$ cat config.mk
export PLATFORM = sky130hd
export DESIGN_NAME = aabb_all_pairs_collision_top_flat
export DESIGN_NICKNAME = d
export VERILOG_FILES = /design/src/rtl/aapc_pkg.sv /design/src/rtl/aapc_if.sv /design/src/rtl/aapc_edge.sv /design/src/rtl/aapc_cell.sv /design/src/rtl/aabb_all_pairs_collision_top.sv /design/src/flat_wrapper.sv
export SDC_FILE = /design/constraint.sdc
export NUM_CORES = 2
export LEC_CHECK = 0
export BUFFER_PORTS_ARGS = -buffer_cell sky130_fd_sc_hd__buf_2
export CORE_UTILIZATION = 46
export CTS_CLUSTER_SIZE = 10
export DETAILED_ROUTE_END_ITERATION = 8
export PLACE_DENSITY_LB_ADDON = 0.12
export SETUP_SLACK_MARGIN = 0.05
export SLEW_MARGIN = 5
export SYNTH_ARGS = -nofsm -noshare
export SYNTH_HDL_FRONTEND = slang
export SYNTH_SLANG_ARGS = --single-unit
$ cat constraint.sdc
create_clock -name clock -period 5.2 [get_ports clock]
set_clock_uncertainty 0.1 [all_clocks]
set_input_delay 1.04 -clock clock [delete_from_list [all_inputs] [get_ports clock]]
set_output_delay 1.04 -clock clock [all_outputs]
set_load 0.01 [all_outputs]
$ cat src/rtl/aapc_pkg.sv
// Shared types for the all-pairs box collision block.
// Beat payloads, stored box record and per-cell control. No dependencies.
package aapc_pkg;

   localparam int unsigned MaskOutWidth = 16;

   typedef struct packed {
      logic        [15:0] entity_id;
      logic signed [15:0] pos_x;
      logic signed [15:0] pos_y;
      logic signed [15:0] off_x;
      logic signed [15:0] off_y;
      logic        [14:0] box_width;
      logic        [14:0] box_height;
      logic               last_box;
   } req_payload_type;

   typedef struct packed {
      logic [15:0]             out_entity_id;
      logic                    killed;
      logic [MaskOutWidth-1:0] partner_mask;
      logic                    overflow;
      logic                    last_result;
   } rsp_payload_type;

   typedef struct packed {
      logic        [15:0] entity_id;
      logic signed [16:0] x_lo;
      logic signed [17:0] x_hi;
      logic signed [16:0] y_lo;
      logic signed [17:0] y_hi;
   } box_type;

   typedef struct packed {
      logic cmp_en;
      logic store;
      logic shift;
   } cell_ctrl_type;

endpackage

$ cat src/rtl/aapc_if.sv
// Valid/ready channel interfaces for box beats and result beats.
// Depends on aapc_pkg for the payload types.
interface aapc_req_if;
   import aapc_pkg::*;
   logic            valid;
   logic            ready;
   req_payload_type payload;
   modport source (output valid, output payload, input ready);
   modport sink (input valid, input payload, output ready);
endinterface

interface aapc_rsp_if;
   import aapc_pkg::*;
   logic            valid;
   logic            ready;
   rsp_payload_type payload;
   modport source (output valid, output payload, input ready);
   modport sink (input valid, input payload, output ready);
endinterface

$ cat src/rtl/aapc_edge.sv
// Edge stage: turns an accepted box beat into registered low/high edges.
// Depends on aapc_pkg.
module aapc_edge (
   input  logic                      clock,
   input  logic                      reset,
   input  logic                      take,
   input  aapc_pkg::req_payload_type req_beat,
   output logic                      stg_valid,
   output aapc_pkg::box_type         stg_box,
   output logic                      stg_last
);
   import aapc_pkg::*;

   logic    valid_ff;
   box_type box_ff;
   box_type box_in;
   logic    last_ff;

   always_comb begin
      box_in.entity_id = req_beat.entity_id;
      box_in.x_lo = $signed({req_beat.pos_x[15], req_beat.pos_x})
                  + $signed({req_beat.off_x[15], req_beat.off_x});
      box_in.y_lo = $signed({req_beat.pos_y[15], req_beat.pos_y})
                  + $signed({req_beat.off_y[15], req_beat.off_y});
      box_in.x_hi = $signed({box_in.x_lo[16], box_in.x_lo})
                  + $signed({3'b000, req_beat.box_width});
      box_in.y_hi = $signed({box_in.y_lo[16], box_in.y_lo})
                  + $signed({3'b000, req_beat.box_height});
   end

   always_ff @(posedge clock) begin
      if (reset) begin
         valid_ff <= 1'b0;
      end else begin
         valid_ff <= take;
      end
   end

   always_ff @(posedge clock) begin
      if (take) begin
         box_ff  <= box_in;
         last_ff <= req_beat.last_box;
      end
   end

   assign stg_valid = valid_ff;
   assign stg_box   = box_ff;
   assign stg_last  = last_ff;

endmodule

$ cat src/rtl/aapc_cell.sv
// One storage cell of the box chain: holds a box and its partner mask,
// tests the broadcast box, shifts towards the output when draining. Depends on aapc_pkg.
module aapc_cell #(
   parameter int unsigned NBOX = 16
) (
   input  logic                    clock,
   input  aapc_pkg::cell_ctrl_type ctrl,
   input  aapc_pkg::box_type       new_box,
   input  logic [NBOX-1:0]         new_hits,
   input  logic [NBOX-1:0]         slot_bit,
   input  aapc_pkg::box_type       nbr_box,
   input  logic [NBOX-1:0]         nbr_mask,
   output logic                    hit,
   output aapc_pkg::box_type       cur_box,
   output logic [NBOX-1:0]         cur_mask
);
   import aapc_pkg::*;

   box_type         box_ff;
   logic [NBOX-1:0] mask_ff;
   logic            x_cross;
   logic            y_cross;

   assign x_cross = ($signed({box_ff.x_lo[16], box_ff.x_lo}) < new_box.x_hi)
                 && (box_ff.x_hi > $signed({new_box.x_lo[16], new_box.x_lo}));
   assign y_cross = ($signed({box_ff.y_lo[16], box_ff.y_lo}) < new_box.y_hi)
                 && (box_ff.y_hi > $signed({new_box.y_lo[16], new_box.y_lo}));
   assign hit = ctrl.cmp_en && x_cross && y_cross;

   always_ff @(posedge clock) begin
      if (ctrl.shift) begin
         box_ff  <= nbr_box;
         mask_ff <= nbr_mask;
      end else if (ctrl.store) begin
         box_ff  <= new_box;
         mask_ff <= new_hits;
      end else if (hit) begin
         mask_ff <= mask_ff | slot_bit;
      end
   end

   assign cur_box  = box_ff;
   assign cur_mask = mask_ff;

endmodule

$ cat src/rtl/aabb_all_pairs_collision_top.sv
// All-pairs box collision top: edge stage, then a chain of MAX_BOXES cells.
// Throughput one box beat per cycle in fill; a box is tested and stored (dropped if full)
// in the cycle after its beat. Once the final beat passes the edge stage, the chain drains
// one result per cycle while ready towards cell 0; beats after the final one wait till empty.
// Synchronous reset clears state and count; the cells need no clearing pass.
module aabb_all_pairs_collision_top #(
   parameter int unsigned MAX_BOXES = 16
) (
   input  logic        clock,
   input  logic        reset,
   aapc_req_if.sink    req_chan,
   aapc_rsp_if.source  rsp_chan
);
   import aapc_pkg::*;

   localparam int unsigned CW = $clog2(MAX_BOXES + 1);
   localparam int unsigned MaskPad = (MAX_BOXES > MaskOutWidth) ? MAX_BOXES : MaskOutWidth;

   typedef enum logic [1:0] {
      ST_FILL  = 2'b01,
      ST_DRAIN = 2'b10
   } fsm_state_type;

   fsm_state_type state_ff, state_in;
   logic [CW-1:0] count_ff, count_in;
   logic          dropped_ff, dropped_in;

   logic          take;
   logic          rsp_take;
   logic          stg_valid;
   box_type       stg_box;
   logic          stg_last;
   logic          full;
   logic          process;

   logic [MAX_BOXES-1:0] hit_vec;
   logic [MAX_BOXES-1:0] slot_bit;
   box_type              cell_box [MAX_BOXES];
   logic [MAX_BOXES-1:0] cell_mask [MAX_BOXES];
   logic [MaskPad-1:0]   mask_pad;

   assign req_chan.ready = (state_ff == ST_FILL) && !(stg_valid && stg_last);
   assign take     = req_chan.valid && req_chan.ready;
   assign rsp_take = rsp_chan.valid && rsp_chan.ready;
   assign full     = (count_ff == CW'(MAX_BOXES));
   assign process  = stg_valid && (state_ff == ST_FILL) && !full;
   assign slot_bit = {{(MAX_BOXES-1){1'b0}}, 1'b1} << count_ff;

   aapc_edge u_edge (
      .clock     (clock),
      .reset     (reset),
      .take      (take),
      .req_beat  (req_chan.payload),
      .stg_valid (stg_valid),
      .stg_box   (stg_box),
      .stg_last  (stg_last)
   );

   for (genvar i = 0; i < MAX_BOXES; i++) begin : g_cell
      cell_ctrl_type   ctrl;
      box_type         nbr_box;
      logic [MAX_BOXES-1:0] nbr_mask;

      assign ctrl.cmp_en = process && (CW'(i) < count_ff);
      assign ctrl.store  = process && (CW'(i) == count_ff);
      assign ctrl.shift  = (state_ff == ST_DRAIN) && rsp_take;

      if (i == MAX_BOXES - 1) begin : g_end
         assign nbr_box  = '0;
         assign nbr_mask = '0;
      end else begin : g_mid
         assign nbr_box  = cell_box[i+1];
         assign nbr_mask = cell_mask[i+1];
      end

      aapc_cell #(.NBOX(MAX_BOXES)) u_cell (
         .clock    (clock),
         .ctrl     (ctrl),
         .new_box  (stg_box),
         .new_hits (hit_vec),
         .slot_bit (slot_bit),
         .nbr_box  (nbr_box),
         .nbr_mask (nbr_mask),
         .hit      (hit_vec[i]),
         .cur_box  (cell_box[i]),
         .cur_mask (cell_mask[i])
      );
   end

   always_comb begin
      state_in   = state_ff;
      count_in   = count_ff;
      dropped_in = dropped_ff;
      case (state_ff)
         ST_FILL: begin
            if (stg_valid) begin
               if (full) begin
                  dropped_in = 1'b1;
               end else begin
                  count_in = count_ff + CW'(1);
               end
               if (stg_last) begin
                  state_in = ST_DRAIN;
               end
            end
         end
         ST_DRAIN: begin
            if (rsp_take) begin
               count_in = count_ff - CW'(1);
               if (count_ff == CW'(1)) begin
                  state_in   = ST_FILL;
                  dropped_in = 1'b0;
               end
            end
         end
         default: begin
            state_in = ST_FILL;
         end
      endcase
   end

   always_ff @(posedge clock) begin
      if (reset) begin
         state_ff   <= ST_FILL;
         count_ff   <= '0;
         dropped_ff <= 1'b0;
      end else begin
         state_ff   <= state_in;
         count_ff   <= count_in;
         dropped_ff <= dropped_in;
      end
   end

   assign mask_pad = MaskPad'(cell_mask[0]);

   assign rsp_chan.valid                 = (state_ff == ST_DRAIN);
   assign rsp_chan.payload.out_entity_id = cell_box[0].entity_id;
   assign rsp_chan.payload.killed        = |cell_mask[0];
   assign rsp_chan.payload.partner_mask  = mask_pad[MaskOutWidth-1:0];
   assign rsp_chan.payload.overflow      = dropped_ff;
   assign rsp_chan.payload.last_result   = (count_ff == CW'(1));

   a_drain_nonempty: assert property (@(posedge clock) disable iff (reset)
      rsp_chan.valid |-> count_ff != '0)
      else $error("result offered with no stored box");

   a_no_take_in_drain: assert property (@(posedge clock) disable iff (reset)
      state_ff == ST_DRAIN |-> !req_chan.ready)
      else $error("box beat taken while draining");

   a_frame_end: assert property (@(posedge clock) disable iff (reset)
      rsp_take && rsp_chan.payload.last_result |=> state_ff == ST_FILL && count_ff == '0
      && !dropped_ff)
      else $error("frame not cleared after final result");

   a_hit_below_count: assert property (@(posedge clock) disable iff (reset)
      (hit_vec & ~(slot_bit - MAX_BOXES'(1))) == '0)
      else $error("hit from a cell beyond the stored boxes");

endmodule

$ cat src/flat_wrapper.sv
// flat-port wrapper written by rule: the top's interface ports become plain ports
module aabb_all_pairs_collision_top_flat import aapc_pkg::*;
#(
   parameter int unsigned MAX_BOXES = 16
)
  (clock, reset, req_chan_valid, req_chan_payload, req_chan_ready, rsp_chan_valid, rsp_chan_payload, rsp_chan_ready);
  aapc_req_if req_chan_i ();
  aapc_rsp_if rsp_chan_i ();
  input  logic clock;
  input  logic reset;
  input wire logic [$bits(req_chan_i.valid)-1:0] req_chan_valid;
  input wire logic [$bits(req_chan_i.payload)-1:0] req_chan_payload;
  output wire logic [$bits(req_chan_i.ready)-1:0] req_chan_ready;
  output wire logic [$bits(rsp_chan_i.valid)-1:0] rsp_chan_valid;
  output wire logic [$bits(rsp_chan_i.payload)-1:0] rsp_chan_payload;
  input wire logic [$bits(rsp_chan_i.ready)-1:0] rsp_chan_ready;
  assign req_chan_i.valid = req_chan_valid;
  assign req_chan_i.payload = req_chan_payload;
  assign req_chan_ready = req_chan_i.ready;
  assign rsp_chan_valid = rsp_chan_i.valid;
  assign rsp_chan_payload = rsp_chan_i.payload;
  assign rsp_chan_i.ready = rsp_chan_ready;
  aabb_all_pairs_collision_top #(.MAX_BOXES(MAX_BOXES)) u_core (.clock(clock), .reset(reset), .req_chan(req_chan_i), .rsp_chan(rsp_chan_i));
endmodule
**Yosys cells after proc, flatten, opt, wreduce, memory -nomap -nowiden**

Cells that the tools add are included.

- Register bits: 1728
- Bits of input ports: 115
- Output and inout bits: 37
- Word-level logic and storage cells: 467

- Add/subtract/negate cells: 6
- Order comparisons: 80
- Eq/ne operators: 25
- Shift operators: 1
- Muxes and demuxes: 91
- Bitwise operators: 16
- Reduce and logical (&&, ||, !) cells: 142

Operators with widths:

| cell | count |
|---|---|
| 86-bit two-way mux | 30 |
| 16-bit two-way mux | 47 |
| 18-bit by 17-bit > comparator with 1-bit output | 32 |
| 17-bit by 18-bit < comparator with 1-bit output | 32 |
| 16-bit bitwise OR | 16 |
| 1-bit logical AND | 103 |
| 3-bit nonzero test | 15 |
| 4-bit by 5-bit == test with 1-bit output, first input constant | 8 |
| 4-bit by 5-bit < comparator with 1-bit output, first input constant | 8 |
| 17-bit by 16-bit adder with 18-bit output | 2 |
| 16-bit by 16-bit adder with 17-bit output | 2 |
| 2-bit nonzero test | 17 |
| 3-bit by 5-bit == test with 1-bit output, first input constant | 4 |
| 3-bit by 5-bit < comparator with 1-bit output, first input constant | 4 |
| 16-bit OR reduction | 1 |
| 1-bit by 5-bit left shift with 16-bit output, first input constant | 1 |
| 5-bit two-way mux | 3 |
| 2-bit by 5-bit == test with 1-bit output, first input constant | 2 |
| 1-bit by 5-bit < comparator with 1-bit output, first input constant | 2 |
| 2-bit by 5-bit < comparator with 1-bit output, first input constant | 2 |
| 2-bit inequality test, second input constant | 5 |
| 5-bit case mux with 2 select lines | 1 |
| 2-bit two-way mux | 4 |
| 4-bit AND reduction | 2 |
| other kinds (14) | 18 |

**Longest topological paths before layout**

- Depth after elaboration: 9
- Mapped depth: 19
- Gate-level depth less buffers: 19

**Cells and area by module**

A second synthesis with hierarchy kept.

- Cell total of the unflattened synthesis: 10346
- Area, all modules: 104128.6 um^2

By module, submodules not included:

| module | times used | cells each | area each (um^2) | seq. area each (um^2) |
|---|---|---|---|---|
| aapc_cell at u_core.g_cell[0].u_cell ... | 14 | 609 | 6110.9 | 3062.9 |
| aapc_cell at u_core.g_cell[8].u_cell ... | 2 | 612 | 6118.4 | 3062.9 |
| aapc_edge | 1 | 444 | 5321.4 | 2632.5 |
| aabb_all_pairs_collision_top | 1 | 152 | 1018.5 | 160.2 |

**Worst setup path after synthesis**

No wires, ideal clock.

- Kind: reg-to-reg
- Start point: register u_core.count_ff[1]
- End point: register u_core.g_cell[11].u_cell.mask_ff[2], data pin
- Library setup time: 0.410 ns
- Arrival time: 4.756 ns
- Data required time: 4.690 ns
- Path slack: -0.066 ns
- Stages on the path, launching flop included: 11
- Buffers on the path: 3
- Clock period less this slack: 5.266 ns
- Cell sequence: dfxtp_1 -> clkbuf_1 -> inv_1 -> ha_1 -> nor4bb_1 -> nor2_2 -> clkbuf_1 -> nand3_1 -> nand2_1 -> clkbuf_1 -> o221ai_1

- Cells in the longest elaborated chain, start to end: 8
- Elaborated cells on any way between the ends: 14
- Classes of those cells: 1 x order compare; 2 x eq/ne; 1 x shift; 3 x mux; 1 x bitwise; 6 x reduce/logical

RTL lines:

| what | line | RTL |
|---|---|---|
| start: declaration | aabb_all_pairs_collision_top.sv:25 | `logic [CW-1:0] count_ff, count_in;` |
| start signal: assignment | aabb_all_pairs_collision_top.sv:129 | `count_ff <= count_in;` |
| parallel branches: the longest is 6 deep, another holds 2-bit by 5-bit < comparator with 1-bit output | -- |  |
| 16-bit two-way mux (*) | aapc_cell.sv:34 | `end else if (ctrl.store) begin` |
| 16-bit two-way mux (*) | aapc_cell.sv:31 | `if (ctrl.shift) begin` |
| end signal: assignment | aapc_cell.sv:33 | `mask_ff <= nbr_mask;` |
| end signal: assignment | aapc_cell.sv:36 | `mask_ff <= new_hits;` |
| end signal: assignment | aapc_cell.sv:38 | `mask_ff <= mask_ff \| slot_bit;` |
| end: declaration | aapc_cell.sv:20 | `logic [NBOX-1:0] mask_ff;` |

Every way passes the cells marked *. The select of a mux whose other input is x is not followed.
A chain may end at the register's enable or synchronous reset.

**Worst setup path in the final report**

- Start point: register u_core.u_edge.box_ff (netlist bit u_core.u_edge.stg_box[27])
- End point: register u_core.g_cell[6].u_cell.mask_ff[9] (enable)

- Cells in the longest elaborated chain, start to end: 4

RTL lines:

| what | line | RTL |
|---|---|---|
| start: declaration | aapc_edge.sv:15 | `box_type box_ff;` |
| start signal: assignment | aapc_edge.sv:41 | `box_ff <= box_in;` |
| 18-bit by 17-bit > comparator with 1-bit output | aapc_cell.sv:27 | `&& (box_ff.y_hi > $signed({new_box.y_lo[16], new_box.y_lo}));` |
| 1-bit logical AND | aapc_cell.sv:27 |  |
| 1-bit logical AND | aapc_cell.sv:28 | `assign hit = ctrl.cmp_en && x_cross && y_cross;` |
| 3-bit nonzero test (no line) | -- |  |
| end signal: assignment | aapc_cell.sv:33 |  |
| end signal: assignment | aapc_cell.sv:36 |  |
| end signal: assignment | aapc_cell.sv:38 |  |
| end: declaration | aapc_cell.sv:20 |  |

Every way passes these cells.

==> flow_metrics.env <==
export IMPL_outcome="finished, final reports clean"
export IMPL_grt_max_degree=201
export IMPL_firstDrtPassIters=6
export IMPL_nets=9314
export IMPL_synth_edff_count=1617
export IMPL_clock_path_buffers=3
export IMPL_min_period_over_period_pct=90.4
export IMPL_final_max_slew_viol_count=0
export IMPL_viasPerCell=6.11
export IMPL_post_place_cells=10500
export IMPL_drt_iter0_drc=6409
export IMPL_wl_per_cell_um=27.1
export IMPL_clk_pin_slew_worst_paths_ns=0.06
export IMPL_h_tree_depth=4
export IMPL_hp_class="in2reg"
export IMPL_io_pins=152
export IMPL_tritoncts="done"
export IMPL_worstReg2RegEnd="u_core.g_cell[6].u_cell.cur_mask[9]"
export IMPL_hold_start="req_chan_payload[95]"
export IMPL_fillers=17700
export IMPL_grt_ovfl_total=0
export IMPL_reg2reg_slack_ns=0.50
export IMPL_criticalPathCategory="reg2reg"
export IMPL_netlist_area_sq_um=94200
export IMPL_dpl_instance_area_sq_um=99500
export IMPL_ys_seq_area_share_pct=53.9
export IMPL_ys_async_sr_fraction_pct=0
export IMPL_die_x_um=454
export IMPL_grt_pass1_wl_mm=437
export IMPL_post_cts_buffers=0
export IMPL_syn_to_final_growth_pct=12.0
export IMPL_cp_arrival_ns=5.21
export IMPL_antenna_found_initial=7
export IMPL_worstReg2RegStart="u_core.u_edge.stg_box[27]"
export IMPL_min_delay_path_depth=1
export IMPL_cts_hold_buffers=0
export IMPL_cts_root_buf="clkbuf_16"
export IMPL_layout_commonest_cell="edfxtp_1"
export IMPL_seq_area_sq_um=50800
export IMPL_fp_row_count=165
export IMPL_ys_seq_elements=1728
export IMPL_cts_sinks=1728
export IMPL_ys_flop_type="edfxtp_1"
export IMPL_slowest_delay_ns=0.61
export IMPL_fin_ws_ns=0.497
export IMPL_ir_worst_vdd_mv=0.372
export IMPL_portBuffers=151
export IMPL_cp_cell_sequence="inv_1, ha_1, and3_1, nand4_1, o21ai_0, o22ai_1, o2111ai_1, o211a_1, o211ai_1, nand2_1, buf_12"
export IMPL_syn_nets=9075
export IMPL_final_cell_mix="1617 x edfxtp_1, 1582 x a21o_1, 1119 x ha_1"
export IMPL_setup_viol_count_final=0
export IMPL_grt_pass1_vias=66200
export IMPL_die_y_um=454
export IMPL_gp_congestion=0.920
export IMPL_ctsResizeCount=0
export IMPL_reg2regPathDepth=11
export IMPL_hold_viol_final=0
export IMPL_critPathLaunchType="flop"
export IMPL_slowest_stage="o22ai_1"
export IMPL_rsz0062_at_grt="no"
export IMPL_initial_core_util_pct=46.5
export IMPL_ys_warn_count=0
export IMPL_die_area_sq_um=207000
export IMPL_powerDensity_nw_per_um2=354
export IMPL_crit_required_ns=5.70
export IMPL_clock_latency_ns=0.86
export IMPL_core_sq_um=203000
export IMPL_cp_max_fo=14
export IMPL_dp_slack_ns=0.132
export IMPL_end_kind="flop"
export IMPL_cts_made_buffers=200
export IMPL_max_slew_margin_pct=10.2
export IMPL_min_to="u_core.u_edge.stg_box[70]"
export IMPL_max_cap_viol_count=0
export IMPL_fin_cells=10900
export IMPL_p_leak_nw=46.7
export IMPL_tightest_slew_ns=1.34
export IMPL_period_minus_slack_ns=4.70
export IMPL_dp_hpwl_mm=206
export IMPL_fmax_ghz=0.213
export IMPL_setup_tns_ns=0
export IMPL_multiInputGateArea_sq_um=41200
export IMPL_wl_mm=295
export IMPL_drc=0
export IMPL_synth_avg_cell_area_sq_um=12.0
export IMPL_final_antenna_net_count=0
export IMPL_drive_above_1_share_pct=9.20
export IMPL_track_usage_pct=28.3
export IMPL_vias=66700
export IMPL_final_area_sq_um=106000
export IMPL_syn_inst=7837
export IMPL_yosysUniqueCellTypes=77
## metal layers
metal	track usage (%)	up-vias	share of wire, %
met1	39.3	33600	44
met3	3.77	444	5.9
met4	11.3	2	4.2
met2	44.9	2145	46
li1	-	30500	-
met5	0	-	0.0044
## logic make-up (layout without fill, tap and decap cells)
group | Yosys count | after routing | share of synthesized area [%]
flops | 1728 | 1728 | 53.9
mux | 5 | 5 | 0.0545
xor+xnor | 61 | 61 | 0.567
fa+ha+maj | 1123 | 1123 | 15.0
simple gates | 1431 | 1431 | 7.08
buf+inv | 618 | 1020 | 2.56
other cells | 0 | 1 | 0
compound gates | 2871 | 2871 | 20.9
## cell type report
class / count / area share [%]
antenna: 1 / 0.00237
clock buffer: 344 / 5.47
clock inverter: 21 / 0.226
inverter: 195 / 0.713
multi-input combinational: 5491 / 39.0
sequential: 1728 / 48.1
tap: 2672 / 3.17
timing repair buffer: 460 / 3.29
## sequential cells by signal, indices dropped and copies added (netlist names)
| signal | cells |
|---|---|
| u_core.u_edge.stg_last | 1 |
| u_core.state_ff | 2 |
| u_core.u_edge.stg_box | 86 |
| u_core.dropped_ff | 1 |
| u_core.u_edge.stg_valid | 1 |
| u_core.g_cell.u_cell.cur_box | 1376 |
| u_core.g_cell.u_cell.cur_mask | 256 |
| u_core.count_ff | 5 |
## metrics by stage
stage	utilization (%)	hold slack, ns	power [mW]
after floorplan	-	0.332	21.2
after global placement	49.1	0.342	24.0
after detailed placement	49.1	0.347	24.2
after CTS	52.0	0.203	37.5
after global routing	52.0	0.221	38.9
final	52.0	0.268	37.4
## synth_stat cells (all sizes together), types with 32 or more instances
cell / n / area (sq um)
nand2b: 58 / 363
nand3: 92 / 460
nand2: 473 / 1780
a211oi: 41 / 318
nand4: 153 / 957
and2: 41 / 257
xnor2: 43 / 377
dfxtp: 111 / 2220
buf: 39 / 239
nor2b: 68 / 425
ha: 1119 / 14000
o21a: 44 / 330
o211ai: 62 / 465
a21o: 1582 / 11900
edfxtp: 1617 / 48600
inv: 194 / 728
nor3: 51 / 255
o21ai: 463 / 2320
a21oi: 429 / 2150
clkbuf: 384 / 1440
nor2: 399 / 1500
a221o: 32 / 320
a2111oi: 36 / 359
## worst max-delay path: cells and delay by family, from the launching register on
| kind | cells | cell delay (ns) |
|---|---|---|
| and+or+nand+nor | 3 | 0.89 |
| adders and majority gates | 1 | 0.35 |
| buffers and inverters | 2 | 0.72 |
| AOI/OAI and AO/OA | 5 | 1.92 |
| DFF | 1 | 0.46 |
## worst max-delay path by stage
stage / from / end / slack, ns / cells past startpoint
6_report: u_core.u_edge.stg_box[27] / u_core.g_cell[6].u_cell.cur_mask[9] / 0.50 / 11
5_1_grt: u_core.u_edge.stg_box[27] / u_core.g_cell[6].u_cell.cur_mask[3] / 0.40 / 11
4_1_cts: u_core.u_edge.stg_box[56] / u_core.g_cell[4].u_cell.cur_mask[7] / 0.59 / 12
3_5_place_dp: req_chan_payload[31] / u_core.u_edge.stg_box[16] / 0.13 / 16
3_3_place_gp: req_chan_payload[47] / u_core.u_edge.stg_box[51] / 0.18 / 20
2_1_floorplan: u_core.count_ff[1] / u_core.g_cell[4].u_cell.cur_mask[0] / 0.51 / 9
## report_power, final
group | total [mW] | switching (mW) | internal (mW)
Clock | 13.4 | 5.85 | 7.50
Sequential | 16.2 | 0.248 | 15.9
Combinational | 7.86 | 4.72 | 3.14
Total | 37.4 | 10.8 | 26.6
No activity file was read; power rests on OpenSTA's default activity.
